**src/rtl/core/matrix_inverse_3x3_defines.svh**
```systemverilog
// Assertion macros shared by the 3x3 matrix inverse RTL.
// Depends on nothing; files that assert include it and must have clk and arst_n in scope.
`ifndef MATRIX_INVERSE_3X3_DEFINES_SVH
`define MATRIX_INVERSE_3X3_DEFINES_SVH
`ifndef SYNTHESIS
// Property holds at every clock edge outside reset.
`define MI3_ASSERT(lbl, prop, msg) \
	lbl: assert property (@(posedge clk) disable iff (!arst_n) (prop)) else $error(msg);
// Expression is never true outside reset.
`define MI3_NEVER(lbl, expr, msg) \
	lbl: assert property (@(posedge clk) disable iff (!arst_n) !(expr)) else $error(msg);
`else
`define MI3_ASSERT(lbl, prop, msg)
`define MI3_NEVER(lbl, expr, msg)
`endif
`endif

```
**src/rtl/core/mi3_pkg.sv**
```systemverilog
// Types, widths and helper functions for the 3x3 matrix inverse.
// Depends on nothing; used by every module of the block.
package mi3_pkg;
	localparam int DATA_WIDTH = 32;
	localparam int FRAC_BITS  = 16;
	// Product, adjugate and determinant widths.
	localparam int PW   = 2 * DATA_WIDTH;
	localparam int AW   = PW + 1;
	localparam int DETW = DATA_WIDTH + AW + 2;
	// Quotient bits of the doubled quotient, numerator and remainder widths.
	localparam int QB   = DATA_WIDTH + 1;
	localparam int MW   = AW + 2 * FRAC_BITS + 1;
	localparam int RW   = DETW + QB;
	// Latency of one divider lane, input register to result register.
	localparam int LANE_LAT = QB + 2;
	localparam int QDEPTH   = 4;
	localparam int QPTR_W   = $clog2(QDEPTH);

	typedef logic signed [DATA_WIDTH-1:0] word_t;
	typedef logic signed [AW-1:0] adj_t;
	typedef logic signed [DETW-1:0] det_t;

	// One word passed from the front part to the back part.
	typedef struct packed {
		word_t [8:0] a;
		adj_t [8:0] adj;
		det_t det;
	} job_t;

	typedef struct packed {
		logic sat;
		word_t val;
	} rsat_t;

	// Cofactor operands: adj[k] = a[p]*a[q] - a[s]*a[t].
	localparam int MINOR_IDX [9][4] = '{
		'{4, 8, 5, 7}, '{2, 7, 1, 8}, '{1, 5, 2, 4},
		'{5, 6, 3, 8}, '{0, 8, 2, 6}, '{2, 3, 0, 5},
		'{3, 7, 4, 6}, '{1, 6, 0, 7}, '{0, 4, 1, 3}};

	// Apply a sign to a rounded magnitude and clip it to the word range.
	function automatic rsat_t clip(input logic neg, input logic [DETW:0] mag);
		logic [DETW:0] half;
		rsat_t r;
		half = (DETW + 1)'(1) << (DATA_WIDTH - 1);
		if (!neg && mag >= half) begin
			r = '{sat: 1'b1, val: {1'b0, {(DATA_WIDTH - 1){1'b1}}}};
		end else if (neg && mag > half) begin
			r = '{sat: 1'b1, val: {1'b1, {(DATA_WIDTH - 1){1'b0}}}};
		end else if (neg) begin
			r = '{sat: 1'b0, val: word_t'((~mag[DATA_WIDTH-1:0]) + 1'b1)};
		end else begin
			r = '{sat: 1'b0, val: word_t'(mag[DATA_WIDTH-1:0])};
		end
		return r;
	endfunction
endpackage

```
**src/rtl/core/mi3_queue.sv**
```systemverilog
// Short queue of words between the front and back parts.
// Depends on mi3_pkg and matrix_inverse_3x3_defines.svh.
`include "matrix_inverse_3x3_defines.svh"
module mi3_queue (
	input  logic clk,
	input  logic arst_n,
	input  logic push,
	input  mi3_pkg::job_t din,
	output logic full,
	output logic valid,
	output mi3_pkg::job_t dout,
	input  logic pop
);
	import mi3_pkg::*;

	job_t mem_q [QDEPTH];
	logic [QPTR_W-1:0] wr_q, rd_q;
	logic [QPTR_W:0] cnt_q;
	logic do_push, do_pop;

	assign full = (cnt_q == (QPTR_W + 1)'(QDEPTH));
	assign valid = (cnt_q != '0);
	assign dout = mem_q[rd_q];
	assign do_push = push && !full;
	assign do_pop = pop && valid;

	// Pointers and fill count.
	always_ff @(posedge clk or negedge arst_n) begin
		if (!arst_n) begin
			wr_q <= '0;
			rd_q <= '0;
			cnt_q <= '0;
		end else begin
			if (do_push) begin
				wr_q <= wr_q + 1'b1;
			end
			if (do_pop) begin
				rd_q <= rd_q + 1'b1;
			end
			cnt_q <= cnt_q + (QPTR_W + 1)'(do_push) - (QPTR_W + 1)'(do_pop);
		end
	end

	// Storage.
	always_ff @(posedge clk) begin
		if (do_push) begin
			mem_q[wr_q] <= din;
		end
	end

	`MI3_NEVER(a_cnt_range, cnt_q > (QPTR_W + 1)'(QDEPTH), "queue count beyond depth")
	`MI3_ASSERT(a_ptr_gap, (QPTR_W'(wr_q - rd_q) == cnt_q[QPTR_W-1:0]), "pointers disagree with count")
	`MI3_ASSERT(a_full_hold, (full && !pop) |=> full, "full queue lost a word without a pop")
endmodule

```
**config.mk**
```make
export PLATFORM = sky130hd
export DESIGN_NAME = mi3_queue
export DESIGN_NICKNAME = d
export VERILOG_FILES = /design/src/rtl/core/mi3_pkg.sv /design/src/rtl/core/mi3_queue.sv
export VERILOG_INCLUDE_DIRS = /design/src /design/src/rtl/core
export SDC_FILE = /design/constraint.sdc
export NUM_CORES = 2
export LEC_CHECK = 0
export BUFFER_PORTS_ARGS = -buffer_cell sky130_fd_sc_hd__buf_2
export CORE_AREA = 4 4 762 764
export DETAILED_ROUTE_END_ITERATION = 8
export DIE_AREA = 0 0 766 768
export GPL_TIMING_DRIVEN = 0
export PLACE_DENSITY = 0.44
export SYNTH_ARGS = -nofsm -noshare
export SYNTH_HDL_FRONTEND = slang
export SYNTH_SLANG_ARGS = --single-unit
```
**constraint.sdc**
```tcl
create_clock -name clk -period 33 [get_ports clk]
set_clock_uncertainty 0.2 [all_clocks]
set_input_delay 6.6 -clock clk [delete_from_list [all_inputs] [get_ports clk]]
set_output_delay 6.6 -clock clk [all_outputs]
set_load 0.01 [all_outputs]
```
==> flow_metrics.tcl <==
set metrics [dict create \
    crit_arrival_ns 4.27 \
    critPathLaunchType "flip-flop" \
    cts.sinks 3895 \
    cts_inserted_buffers 425 \
    track_usage_pct 16.7 \
    cts_buffer_depth 4 \
    worstPathMaxFanout 11 \
    synth_fp_nets 6099 \
    cts_tree "done" \
    hold_buffers 0 \
    powerDensity_mw_per_mm2 97.4 \
    synthAdderAreaFrac_pct 0.0676 \
    seq_power_share_pct 38.8 \
    via_per_inst 4.40 \
    drc_errors 0 \
    timing.final.crit_share_pct 33.6 \
    cts.reportedPaths.clkPinSlew_ns 0.06 \
    fin_nets 8585 \
    ir_worst_vdd_uv 68.6 \
    grt_max_degree 46 \
    maxCapViolations 0 \
    grt.overflow.total 0 \
    relSlewSlack_pct 30.6 \
    dr.first_iter.drc_count 5869 \
    core_mm2 0.573 \
    final_cell_mix "edfxtp_1, buf_2, mux4_2" \
    setup_violations 0 \
    clkPwrFrac_pct 26.7 \
    drive_gt1_share_pct 48.2 \
    yosysSeqAreaShare_pct 83.1 \
    clk_root_buffer_cell "clkbuf_16" \
    crit_path_start "rd_q[1]$_DFFE_PN0P_" \
    status "finished clean" \
    internal_power_w 0.0113 \
    rsz0062_at_grt "no" \
    final_area_mm2 0.176 \
    initial_core_util_pct 24.6 \
    slew_violations 0 \
    fmax_mhz 90.3 \
    place_worst_setup_slack_ns 22.18 \
    power.leakage_nw 58.5 \
    syn-cell-area_mm2 0.141 \
    dieWidth_um 766 \
    antenna_found_initial 447 \
    cts_setup_buffers 0 \
    rows 278 \
    period_needed_ns 11.07 \
    combPwrFrac_pct 34.6 \
    worst_pin_slew_ns 1.04 \
    synth-compound-area-share_pct 0.0231 \
    htreeDepth 5 \
    areaGrowthSynthToFinish_pct 25.4 \
    hp-class "reg -> reg" \
    hpwl_um 395000 \
    yosys_register_bits 3895 \
    io-pin-count 1950 \
    layout_commonest_cell "edfxtp_1" \
    synth_mux_area_share_pct 15.6 \
    synth_xor_area_share_pct 0.0249 \
    post_dp_cell_area_mm2 0.163 \
    rr_startpoint "cnt_q[2]$_DFF_PN0_" \
    grt_pass1_vias 70500 \
    cts_resized 0 \
    clock_latency_ns 0.99 \
    postRouteAntennaNets 0 \
    required_ns 26.20 \
    drt_first_pass_iters 7 \
    synth_area_per_cell_um2 27.5 \
    synth-warning-count 0 \
    timing.final.ws_setup_ns 21.93 \
    cp-end-kind "output pin" \
    p_switching_w 0.00593 \
    crit_type "reg -> out" \
    grt_pass1_wl_um 668000 \
    syn_inst 5116 \
    die_area_mm2 0.588 \
    routabilityCongestion 0.820 \
    synthSimpleGateAreaFrac_pct 0.0711 \
    wire_per_inst_um 32.6 \
    port_buffers 1949 \
    min_from "cnt_q[0]$_DFF_PN0_" \
    setup-tns-final_ns 0 \
    synth_top_family_by_area "multiplexers" \
    vias 68600 \
    fillers 55300 \
    drt-total-wl_um 509000 \
    synth_cell_types 22 \
    swShare_pct 34.5 \
    finalHoldViolCount 0 \
    die-height_um 768 \
]
cells in the mapped netlist, drive strengths merged:
cell type,n,area share [%]
and3b,4,0.025
xnor2,3,0.019
o311ai,1,0.0062
mux4,972,16
nand2,1,0.0027
o31a,1,0.0062
nand2b,4,0.018
dfrtp,7,0.12
nand4bb,2,0.016
buf,207,1.2
xor2,1,0.0062
or3,1,0.0044
inv,5,0.013
nor3b,1,0.0053
o211ai,2,0.011
ha,6,0.053
edfxtp,3888,83
fa,1,0.014
clkbuf,9,0.024
metrics by stage:
| stage | util [%] | hold WS, ns | cells | total power (W) |
|---|---|---|---|---|
| floorplan | - | 0.343 | 5116 | 0.0108 |
| CTS | 30.8 | 0.437 | 15500 | 0.0176 |
| global route | 30.8 | 0.475 | 15500 | 0.0180 |
| detailed placement | 28.4 | 0.423 | 14700 | 0.0130 |
| finish | 30.8 | 0.443 | 15600 | 0.0172 |
| global placement | 27.9 | 0.389 | 14600 | 0.0151 |
final timing paths:
kind,endpoint,slack [ns],cells past startpoint
max,dout[93],21.93,6
min,cnt_q[0]$_DFF_PN0_,0.44,1
max reg2reg,mem_q[3][102]$_DFFE_PP_,28.23,11
min reg2reg,cnt_q[0]$_DFF_PN0_,0.44,1
max in group asynchronous,cnt_q[0]$_DFF_PN0_,27.20,1
min in group asynchronous,rd_q[0]$_DFFE_PN0P_,5.23,1
metal layers:
| metal | GRT usage [%] | up-vias | routed length (µm) |
|---|---|---|---|
| li1 | - | 27700 | - |
| met1 | 18.8 | 36400 | 183000 |
| met2 | 27.8 | 3126 | 244000 |
| met3 | 8.59 | 1239 | 63500 |
| met4 | 4.58 | 194 | 17500 |
| met5 | 0 | - | 1210 |
state kept, by name (all words and copies together) (netlist names):
name   count
mem_q   3888
wr_q       2
rd_q       2
cnt_q      3
cell type report:
cell class | instances | area [µm²] | share of cell area, %
inverters | 5 | 18.8 | 0.0106
well taps | 7560 | 9460 | 5.36
clock buffers | 509 | 11000 | 6.24
flip-flops and latches | 3895 | 117000 | 66.2
diodes | 95 | 238 | 0.135
repair buffers | 2059 | 12600 | 7.12
plain buffers | 216 | 1670 | 0.946
clock inverters | 266 | 2440 | 1.38
multi-input cells | 1000 | 22200 | 12.6
critical path, stage by stage, from the launching register on:
cell and delay, ns:
dfrtp_1 0.33, buf_4 0.31, buf_16 0.22, clkbuf_1 0.66, buf_2 0.63, mux4_2 0.48, buf_2 0.41
power groups by stage:
stage | clock network [W] | logic (W) | registers (W)
after floorplan | 0 | 0.00286 | 0.00790
after global placement | 0 | 0.00596 | 0.00914
after detailed placement | 0 | 0.00620 | 0.00678
after CTS | 0.00472 | 0.00622 | 0.00667
after global routing | 0.00493 | 0.00635 | 0.00673
final | 0.00459 | 0.00594 | 0.00666
cells by family after synthesis:
logic type | Yosys count
DFF | 3895
muxes | 972
and+or+nand+nor | 13
buffers and inverters | 221
adders and majority gates | 7
xor gates and xnor gates | 4
AOI/OAI and AO/OA | 4
(Power assumes the default switching activity.)
